File: src/rtl/core/frt_pkg.sv
// package for the fragment reassembly tracker: widths, codes and status types
package frt_pkg;
    localparam int ENTRIES = 8;
    localparam int SLOT_W = (ENTRIES > 1) ? $clog2(ENTRIES) : 1;
    localparam int CNT_W = $clog2(ENTRIES + 1);

    localparam logic [2:0] ST_PENDING  = 3'd0;
    localparam logic [2:0] ST_COMPLETE = 3'd1;
    localparam logic [2:0] ST_OVERLAP  = 3'd2;
    localparam logic [2:0] ST_ORDER    = 3'd3;
    localparam logic [2:0] ST_BADLEN   = 3'd4;
    localparam logic [2:0] ST_POOLFULL = 3'd5;
    localparam logic [2:0] ST_TABLE    = 3'd6;
    localparam logic [2:0] ST_TICK     = 3'd7;

    localparam logic [1:0] CFG_MAX_AGE = 2'd0;
    localparam logic [1:0] CFG_BUF_LIM = 2'd1;
    localparam logic [1:0] CFG_HDR_LEN = 2'd2;

    localparam logic [15:0] LEN_MAX = 16'hFFFF;
    localparam logic [4:0] MAX_AGE_RST = 5'd21;

    typedef struct packed {
        logic       hit;
        logic       free_found;
        logic [SLOT_W-1:0] hit_slot;
        logic [SLOT_W-1:0] free_slot;
    } scan_t;
endpackage

File: src/rtl/core/frt_cfg.sv
// configuration registers of the fragment reassembly tracker
module frt_cfg (
    input  logic       clk,
    input  logic       rst_n,
    input  logic       cfg_valid,
    output logic       cfg_ready,
    input  logic [1:0] cfg_index,
    input  logic [31:0] cfg_data,
    output logic [4:0] max_age,
    output logic [9:0] buffer_limit,
    output logic [5:0] header_length
);
    import frt_pkg::*;

    logic [4:0] max_age_reg;
    logic [9:0] buf_lim_reg;
    logic [5:0] hdr_len_reg;

    assign cfg_ready = 1'b1;

    always_ff @(posedge clk or negedge rst_n)
    begin
        if (!rst_n)
        begin
            max_age_reg <= MAX_AGE_RST;
            buf_lim_reg <= 10'd336;
            hdr_len_reg <= 6'd24;
        end
        else if (cfg_valid)
        begin
            unique case (cfg_index)
                CFG_MAX_AGE: max_age_reg <= cfg_data[4:0];
                CFG_BUF_LIM: buf_lim_reg <= cfg_data[9:0];
                CFG_HDR_LEN: hdr_len_reg <= cfg_data[5:0];
                default: ;
            endcase
        end
    end

    assign max_age = max_age_reg;
    assign buffer_limit = buf_lim_reg;
    assign header_length = hdr_len_reg;
endmodule

File: src/rtl/core/fragment_reassembly_tracker_core.sv
// fragment reassembly tracker: sequencer, entry table and shared compare unit
//
// in channel (in_valid/in_stall): one item per fragment (kind 0) or aging
// tick (kind 1). out channel (out_valid/out_stall): one result per item.
// cfg channel (cfg_valid/cfg_ready, always ready): register index and data;
// the user writes only while the block is idle; the block does not enforce it.
// a fragment walks the entry table one entry a cycle with a single key
// comparator, then the decide state checks it and updates the chosen entry;
// the result is registered for the out state. a tick walks the table one
// entry a cycle through the same scan state, aging each valid entry and
// freeing those whose age has reached max_age.
// in_stall is high from accept until the result has been taken; the next
// item may be accepted in the cycle after the result leaves.
// if out_stall holds, the result stays registered and the block waits.
// reset clears all valid bits, the pool count and the registers to their
// defaults; no clearing pass is needed.
module fragment_reassembly_tracker_core (
    input  logic        clk,
    input  logic        rst_n,
    input  logic        in_valid,
    output logic        in_stall,
    input  logic        kind,
    input  logic [63:0] src_address,
    input  logic [63:0] dst_address,
    input  logic [7:0]  sequence_number,
    input  logic [12:0] offset_units,
    input  logic        more_fragments,
    input  logic [7:0]  frame_length,
    input  logic [3:0]  buffer_count,
    output logic        out_valid,
    input  logic        out_stall,
    output logic [2:0]  status,
    output logic [2:0]  slot,
    output logic [15:0] total_length,
    output logic [3:0]  expired_count,
    output logic [9:0]  pool_used,
    input  logic        cfg_valid,
    output logic        cfg_ready,
    input  logic [1:0]  cfg_index,
    input  logic [31:0] cfg_data
);
    import frt_pkg::*;

    localparam logic [1:0] S_IDLE = 2'd0;
    localparam logic [1:0] S_SCAN = 2'd1;
    localparam logic [1:0] S_DECIDE = 2'd2;
    localparam logic [1:0] S_OUT = 2'd3;

    logic [4:0] max_age;
    logic [9:0] buffer_limit;
    logic [5:0] header_length;

    frt_cfg u_cfg (
        .clk(clk), .rst_n(rst_n), .cfg_valid(cfg_valid), .cfg_ready(cfg_ready),
        .cfg_index(cfg_index), .cfg_data(cfg_data), .max_age(max_age),
        .buffer_limit(buffer_limit), .header_length(header_length)
    );

    logic [1:0] state_reg;
    logic [SLOT_W:0] idx_reg;
    logic [ENTRIES-1:0] valid_reg;
    logic [63:0] e_src [ENTRIES];
    logic [63:0] e_dst [ENTRIES];
    logic [7:0]  e_seq [ENTRIES];
    logic        e_zero [ENTRIES];
    logic [15:0] e_end [ENTRIES];
    logic [9:0]  e_buf [ENTRIES];
    logic [4:0]  e_age [ENTRIES];
    logic [9:0]  pool_reg;

    logic        kind_reg, last_reg;
    logic [63:0] src_reg, dst_reg;
    logic [7:0]  seq_reg;
    logic [15:0] off_reg;
    logic [7:0]  flen_reg;
    logic [3:0]  bufs_reg;
    scan_t       scan_reg;
    logic [CNT_W-1:0] exp_reg;

    logic [2:0]  st_reg;
    logic [2:0]  slot_reg;
    logic [15:0] tot_reg;

    logic [SLOT_W-1:0] idx;
    logic key_eq;
    logic [9:0] rel_buf;

    assign idx = idx_reg[SLOT_W-1:0];
    assign key_eq = valid_reg[idx] && e_src[idx] == src_reg && e_dst[idx] == dst_reg
                    && e_seq[idx] == seq_reg;
    assign rel_buf = e_buf[idx];

    assign in_stall = (state_reg != S_IDLE);
    assign out_valid = (state_reg == S_OUT);
    assign status = st_reg;
    assign slot = slot_reg;
    assign total_length = tot_reg;
    assign expired_count = 4'(exp_reg);
    assign pool_used = pool_reg;

    logic [SLOT_W-1:0] sel;
    logic [7:0]  payload;
    logic [16:0] end_w;
    logic [10:0] pool_sum;
    logic [9:0]  newbuf;
    logic [9:0]  rel_after;
    logic [2:0]  dec_st;
    logic [2:0]  dec_slot;
    logic [15:0] dec_tot;
    logic        dec_upd;

    always_comb
    begin
        sel = scan_reg.hit ? scan_reg.hit_slot : scan_reg.free_slot;
        payload = flen_reg - {2'b00, header_length};
        end_w = {1'b0, off_reg} + {9'd0, payload};
        pool_sum = {1'b0, pool_reg} + {7'd0, bufs_reg};
        newbuf = (scan_reg.hit ? e_buf[sel] : 10'd0) + {6'd0, bufs_reg};
        rel_after = (pool_sum[9:0] >= newbuf) ? pool_sum[9:0] - newbuf : 10'd0;
    end

    always_comb
    begin
        dec_st = ST_PENDING;
        dec_slot = 3'd0;
        dec_tot = 16'd0;
        dec_upd = 1'b0;
        if (kind_reg)
            dec_st = ST_TICK;
        else if (flen_reg <= {2'b00, header_length})
            dec_st = ST_BADLEN;
        else if (pool_sum > {1'b0, buffer_limit})
            dec_st = ST_POOLFULL;
        else if (!scan_reg.hit && !scan_reg.free_found)
            dec_st = ST_TABLE;
        else
        begin
            dec_slot = 3'(sel);
            if (last_reg && end_w > {1'b0, LEN_MAX - {10'd0, header_length}})
                dec_st = ST_BADLEN;
            else if (!scan_reg.hit && last_reg && off_reg != 16'd0)
                dec_st = ST_ORDER;
            else if (scan_reg.hit && off_reg < e_end[sel])
                dec_st = ST_OVERLAP;
            else if (scan_reg.hit && off_reg > e_end[sel])
                dec_st = ST_ORDER;
            else if (scan_reg.hit && last_reg && !e_zero[sel])
                dec_st = ST_ORDER;
            else
            begin
                dec_upd = 1'b1;
                if (last_reg)
                begin
                    dec_st = ST_COMPLETE;
                    dec_tot = end_w[15:0] + {10'd0, header_length};
                end
            end
        end
    end

    always_ff @(posedge clk or negedge rst_n)
    begin
        if (!rst_n)
        begin
            state_reg <= S_IDLE;
            valid_reg <= '0;
            pool_reg <= '0;
            idx_reg <= '0;
        end
        else
        begin
            unique case (state_reg)
                S_IDLE:
                begin
                    if (in_valid)
                    begin
                        kind_reg <= kind;
                        src_reg <= src_address;
                        dst_reg <= dst_address;
                        seq_reg <= sequence_number;
                        off_reg <= {1'b0, offset_units, 2'b00};
                        last_reg <= !more_fragments;
                        flen_reg <= frame_length;
                        bufs_reg <= buffer_count;
                        scan_reg <= '0;
                        exp_reg <= '0;
                        idx_reg <= '0;
                        state_reg <= S_SCAN;
                    end
                end
                S_SCAN:
                begin
                    if (kind_reg)
                    begin
                        if (valid_reg[idx])
                        begin
                            if (e_age[idx] < max_age)
                                e_age[idx] <= e_age[idx] + 5'd1;
                            else
                            begin
                                valid_reg[idx] <= 1'b0;
                                pool_reg <= (pool_reg >= rel_buf) ? pool_reg - rel_buf : 10'd0;
                                exp_reg <= exp_reg + CNT_W'(1);
                            end
                        end
                    end
                    else
                    begin
                        if (key_eq && !scan_reg.hit)
                        begin
                            scan_reg.hit <= 1'b1;
                            scan_reg.hit_slot <= idx;
                        end
                        if (!valid_reg[idx] && !scan_reg.free_found)
                        begin
                            scan_reg.free_found <= 1'b1;
                            scan_reg.free_slot <= idx;
                        end
                    end
                    if (idx_reg == (SLOT_W + 1)'(ENTRIES - 1))
                        state_reg <= S_DECIDE;
                    idx_reg <= idx_reg + (SLOT_W + 1)'(1);
                end
                S_DECIDE:
                begin
                    state_reg <= S_OUT;
                    st_reg <= dec_st;
                    slot_reg <= dec_slot;
                    tot_reg <= dec_tot;
                    if (dec_upd)
                    begin
                        if (!scan_reg.hit)
                        begin
                            e_src[sel] <= src_reg;
                            e_dst[sel] <= dst_reg;
                            e_seq[sel] <= seq_reg;
                            e_zero[sel] <= (off_reg == 16'd0);
                            e_age[sel] <= 5'd0;
                        end
                        e_end[sel] <= end_w[15:0];
                        e_buf[sel] <= newbuf;
                        valid_reg[sel] <= !last_reg;
                        pool_reg <= last_reg ? rel_after : pool_sum[9:0];
                    end
                end
                S_OUT:
                begin
                    if (!out_stall)
                        state_reg <= S_IDLE;
                end
                default: state_reg <= S_IDLE;
            endcase
        end
    end
endmodule
File: config.mk
export PLATFORM = sky130hd
export DESIGN_NAME = fragment_reassembly_tracker_core
export DESIGN_NICKNAME = d
export VERILOG_FILES = /design/src/rtl/core/frt_pkg.sv /design/src/rtl/core/frt_cfg.sv /design/src/rtl/core/fragment_reassembly_tracker_core.sv
export SDC_FILE = /design/constraint.sdc
export NUM_CORES = 2
export LEC_CHECK = 0
export ABC_AREA = 1
export BUFFER_PORTS_ARGS = -buffer_cell sky130_fd_sc_hd__buf_2
export CAP_MARGIN = 20
export CORE_MARGIN = 1.5
export CORE_UTILIZATION = 56
export DETAILED_ROUTE_END_ITERATION = 7
export GPL_ROUTABILITY_DRIVEN = 1
export PLACE_DENSITY_LB_ADDON = 0.3
export SLEW_MARGIN = 15
export SYNTH_ARGS = -nofsm -noshare
export SYNTH_HDL_FRONTEND = slang
export SYNTH_SLANG_ARGS = --single-unit
File: constraint.sdc
create_clock -name clk -period 12.49 [get_ports clk]
set_clock_uncertainty 0.05 [all_clocks]
set_input_delay 2.498 -clock clk [delete_from_list [all_inputs] [get_ports clk]]
set_output_delay 2.498 -clock clk [all_outputs]
set_load 0.01 [all_outputs]
* Word-level counts from Yosys, hierarchy flattened *
Memory sizes are Yosys's and may differ from the RTL's.
Index checks and enable logic that the tools add are counted.

word-level totals
  bits in registers = 242
  bits in latches = 0
  RAM bits = 1344
  bits in read-only memories = 0
  word-level logic and storage cells = 194
  memories = 7

memories
  memory           words  bits a word  read ports  clocked after memory_dff  write ports  RTL line                                source
  e_dst            8      64           1           0                         1            fragment_reassembly_tracker_core.sv:63  logic [63:0] e_dst [ENTRIES];
  e_src            8      64           1           0                         1            fragment_reassembly_tracker_core.sv:62  logic [63:0] e_src [ENTRIES];
  e_end            8      16           1           0                         1            fragment_reassembly_tracker_core.sv:66  logic [15:0] e_end [ENTRIES];
  e_buf            8      10           2           0                         1            fragment_reassembly_tracker_core.sv:67  logic [9:0] e_buf [ENTRIES];
  e_seq            8      8            1           0                         1            fragment_reassembly_tracker_core.sv:64  logic [7:0] e_seq [ENTRIES];
  e_age            8      5            1           0                         1            fragment_reassembly_tracker_core.sv:68  logic [4:0] e_age [ENTRIES];
  1 more memories  --     --           --          --                        --           --

operators by class
  $add $sub $neg = 11
  multipliers = 0
  div/mod/pow operators = 0
  $lt $le $gt $ge = 12
  equal/unequal tests = 19
  shifts and indexed selects = 0
  muxes and demuxes = 72
  bitwise operators = 3
  reduce and logical (&&, ||, !) cells = 46

operators with widths
  kind                count
  $eq 64x64->1        2
  $mux 10             8
  $mux 8              6
  $pmux 8 s2          2
  $mux 1              28
  $mux 2              11
  $ge 10x10->1        2
  $ne 2x2->1 const B  10
  $pmux 10 s2         1
  $sub 10x10->10      2
  $logic_and 1x1->1   18
  $add 15x8->16       1
  $add 16x6->16       1
  $gt 15x16->1        1
  $gt 16x16->1        1
  $logic_not 16->1    1
  $lt 15x16->1        1
  $mux 4              4
  $pmux 4 s2          2
  $reduce_bool 16->1  1
  $reduce_and 5->1    3
  $mux 3              4
  $add 10x4->11       1
  $gt 11x10->1        1
  30 further kinds    51

* Longest topological paths before layout *
An unclocked memory read counts as a cell.

  depth in word-level cells = 19
  mapped depth = 33
  gate-level depth less buffers = 32

* Cells and area by module *
A second synthesis with hierarchy kept.

second synthesis, totals
  cells, all modules = 6423
  area total of the unflattened synthesis = 68534.5 µm²

by module, submodules not included
  module                            instances  cells each  area an instance (µm²)
  fragment_reassembly_tracker_core  1          6325        67616.1
  frt_cfg                           1          98          918.4

* Worst setup path after synthesis *
OpenSTA, ideal clock, no wires.

  path kind = input port to flip-flop
  start point = input rst_n
  end point = memory e_dst[6][0], enable pin
  library setup time = 801 ps
  data arrival time = 12807 ps
  data required time = 11639 ps
  slack = -1168 ps
  stages on the path = 5
  buffers on the path = 1
  path through = nand2_1 > inv_1 > nand4_4 > clkbuf_1 > nor3_1

between the ends
  longest elaborated chain between the ends = 2

ends and longest elaborated chain
  item                                     RTL line                                 source
  from (decl)                              fragment_reassembly_tracker_core.sv:19   input logic rst_n,
  $logic_and 1x1->1 (not written as such)  fragment_reassembly_tracker_core.sv:235  e_dst[sel] <= dst_reg;
  $mux 1 (not written as such)             fragment_reassembly_tracker_core.sv:235
  to (decl)                                fragment_reassembly_tracker_core.sv:63

Every way passes these cells.

* Final worst setup path *
  start point = register scan_reg[7] (netlist name)
  end point = memory e_seq[6][0], enable pin

between the ends
  longest elaborated chain between the ends = 17
  elaborated cells between the ends (all ways) = 28

ends and longest elaborated chain
  item                                                   RTL line                                source
  from (decl)                                            fragment_reassembly_tracker_core.sv:77  scan_t scan_reg;
  branches (longest 17 deep; another with $mem_v2 8x16)  --
  to (decl)                                              fragment_reassembly_tracker_core.sv:64

Parallel ways; which one is timed is not known.

==> impl_results.md <==
* Status: complete, no violations
* Area taken by multi-input logic gates at 18,100 um2
* Total Routing Usage GR at 28.5%
* Mapped Avg Cell Area at 11.0 um2
* Die width at 351 um
* # rows at 127
* Share of post-route cells with drive strength above 1 at 8.97%
* Clock root cell: clkbuf_16
* Syn nets at 6,430
* Crit end category: register
* Max-Cap Viols at 0
* Post-synth ARST share at 2.84%
* Worst-path fanout max at 60
* Initial antenna violation count at 5
* First-pass GRT wire length at 260,000 um
* Startpoint types: register
* RSZ-0062 raised after global routing: no
* I/O Pins at 241
* CP required at 12.84 ns
* Register Area at 47,400 um2
* Vias in the first global route at 43,500
* CTS sink count at 1,586
* Htree depth at 4
* Filler instances at 8,901
* EDFF count, synth at 1,541
* Cell accounting for the most synthesized area: edfxtp_1
* Global route total overflow at 0
* Slew headroom at 25.3%
* Post-route DRC at 0
* Final Hold Vio Count at 0
* DR pass1 iterations at 6
* Slew of the pin with the lowest slew margin at 1.12 ns
* WL/cell at 21.7 um
* Post-Layout Cell Count at 8,080
* PostCTS Resize Cnt at 0
* Final #Nets at 6,626
* Unique cell type count in the Yosys netlist at 57
* # hold bufs at CTS at 0
* Port Buffers at 217
* Fmax at 140 MHz
* Die height at 351 um
* Synth top area cells: edfxtp_1, nand2_1, inv_1
* Core area at 120,000 um2
* Routed Antenna Nets at 0
* Largest regs: e_dst (512), e_src (512), e_end (128)
* Leakage at 30.0 nW
* Largest net degree at the start of global routing at 192
* Via count at 46,000
* Initial Utilization at 56.4%
* Clock Path Buffers at 3
* Fin util at 62.9%
* CP arrival at 7.47 ns
* Post-detail-place hpwl at 99,000 um
* Worst vdd ir at 0.190 mV
* Placed cells at 7,785
* Overall power at 15.8 mW
* # setup viols final at 0
* GPL Wtd Cong at 0.925
* Register bit total from synthesis at 1,586
* Most frequent cells in the layout: nand2_1, edfxtp_1, inv_1
* Die area at 123,000 um2
* Dominant synthesized flop cell: edfxtp_1
* Skew-Pair Late Insertion Delay at 0.79 ns
* Setup Fix Bufs, Post-CTS at 0
* Via density at 5.69
* Reg clk slew, reported paths at 0.06 ns
* Mapped cell area at 67,700 um2
* Mapped Cells at 6,140
* Pins over their slew limit at 0
* Clock buffers created by TritonCTS at 160
* Syn. warnings at 0
* Final wirelength at 175,000 um
* CTS tree: done
* Minimum hold slack at 0.443 ns
* PwrDens at 210 nW/um2
* Top cell type's share of synthesized area at 68.4%
* Area grow syn2layout at 11.5%
* Crit path kind: reg -> reg
* Initial DRC count at 5,420
* Tcrit/Tclk final at 57.0%
* HP Class: reg -> reg
* Most common cell after layout, fill and taps aside: nand2_1
* Sequential area share after synthesis at 70.1%
* Fin crit period at 7.12 ns
-- power by group --
group	internal, mW	switching (mW)
Combinational	1.36	3.41
Sequential	6.22	0.228
Clock	2.62	2.00
Total	10.2	5.64
-- kinds of logic (layout without fill, tap and decap cells) --
group	Yosys count	in the layout	share of synthesized area [%]
DFF	1586	1586	70.1
AOI/OAI and AO/OA	504	504	4.43
other	1	3	0.00554
adders and majority gates	88	88	1.70
and+or+nand+nor	3326	3326	19.6
xor gates and xnor gates	64	64	0.828
buffers and inverters	571	897	3.43
-- worst paths after layout --
path / endpoint / cells after the start / slack, ns / startpoint
max: e_seq[6][0] / 23 / 5.37 / scan_reg[7]
min: u_cfg.max_age[4] / 2 / 0.44 / u_cfg.max_age[4]
max reg2reg: e_seq[6][0] / 23 / 5.37 / scan_reg[7]
min reg2reg: u_cfg.max_age[4] / 2 / 0.44 / u_cfg.max_age[4]
max in group asynchronous: idx_reg[2] / 2 / 9.89 / rst_n
min in group asynchronous: pool_used[8] / 1 / 1.58 / rst_n
-- per-layer routing --
metal | wire [um] | up-vias | global-route usage [%]
li1 | - | 21200 | -
met1 | 69300 | 21900 | 38.9
met2 | 82100 | 2393 | 45.6
met3 | 17300 | 409 | 4.94
met4 | 6540 | 4 | 11.6
met5 | 27 | - | 0
-- synth_stat cells (9+ instances only) --
cell type and instances:
buf_2 101, a221oi_1 17, nand2_2 10, xnor2_1 26, nand3_1 169, clkbuf_1 100, a21o_1 13, inv_1 321
a22oi_1 43, ha_1 81, nor3_1 25, dfrtp_1 37, inv_2 11, or2_2 14, a22o_1 11, o22ai_1 47
buf_1 28, o21ai_0 131, o211ai_1 14, o221ai_1 9, a21oi_1 164, nand2_1 2759, nor4_1 10, nand3b_1 25
nor2_1 212, o21ai_1 20, xor2_1 38, edfxtp_1 1541, nand4_1 72
-- stage by stage --
step	setup slack (ns)	area [um2]	TNS (ns)
finish	5.37	75400	0
global route	5.15	75400	0
CTS	5.50	75400	0
detailed placement	5.55	70400	0
global placement	5.54	70400	0
floorplan	-1.17	67700	-1116.74
-- worst max-delay path, cell delays in order, from the launching register on --
cell and delay [ns]:
edfxtp_1 0.32, buf_4 0.48, inv_2 0.25, nand2_1 0.13
nand2_2 0.16, nand2_1 0.14, nor2_1 0.05, buf_4 0.20
inv_1 0.62, o21ai_0 0.23, or4_1 0.61, ha_1 0.34
nand2_1 0.05, inv_1 0.05, nand2_1 0.05, nor2_1 0.09
nand2_1 0.07, nor2_2 0.13, nand2_2 0.08, nand2_4 0.10
nand4_4 0.46, nor3_2 0.37, buf_4 0.61, buf_4 0.87
-- area by class of cell --
class / instances / area share [%]
multi-input combinational: 3983 / 23.9
antenna: 2 / 0.00663
inverter: 333 / 1.68
sequential: 1586 / 62.9
clock inverter: 90 / 0.974
timing repair buffer: 272 / 2.15
tap: 1612 / 2.67
clock buffer: 202 / 5.71
(Power assumes the default switching activity.)
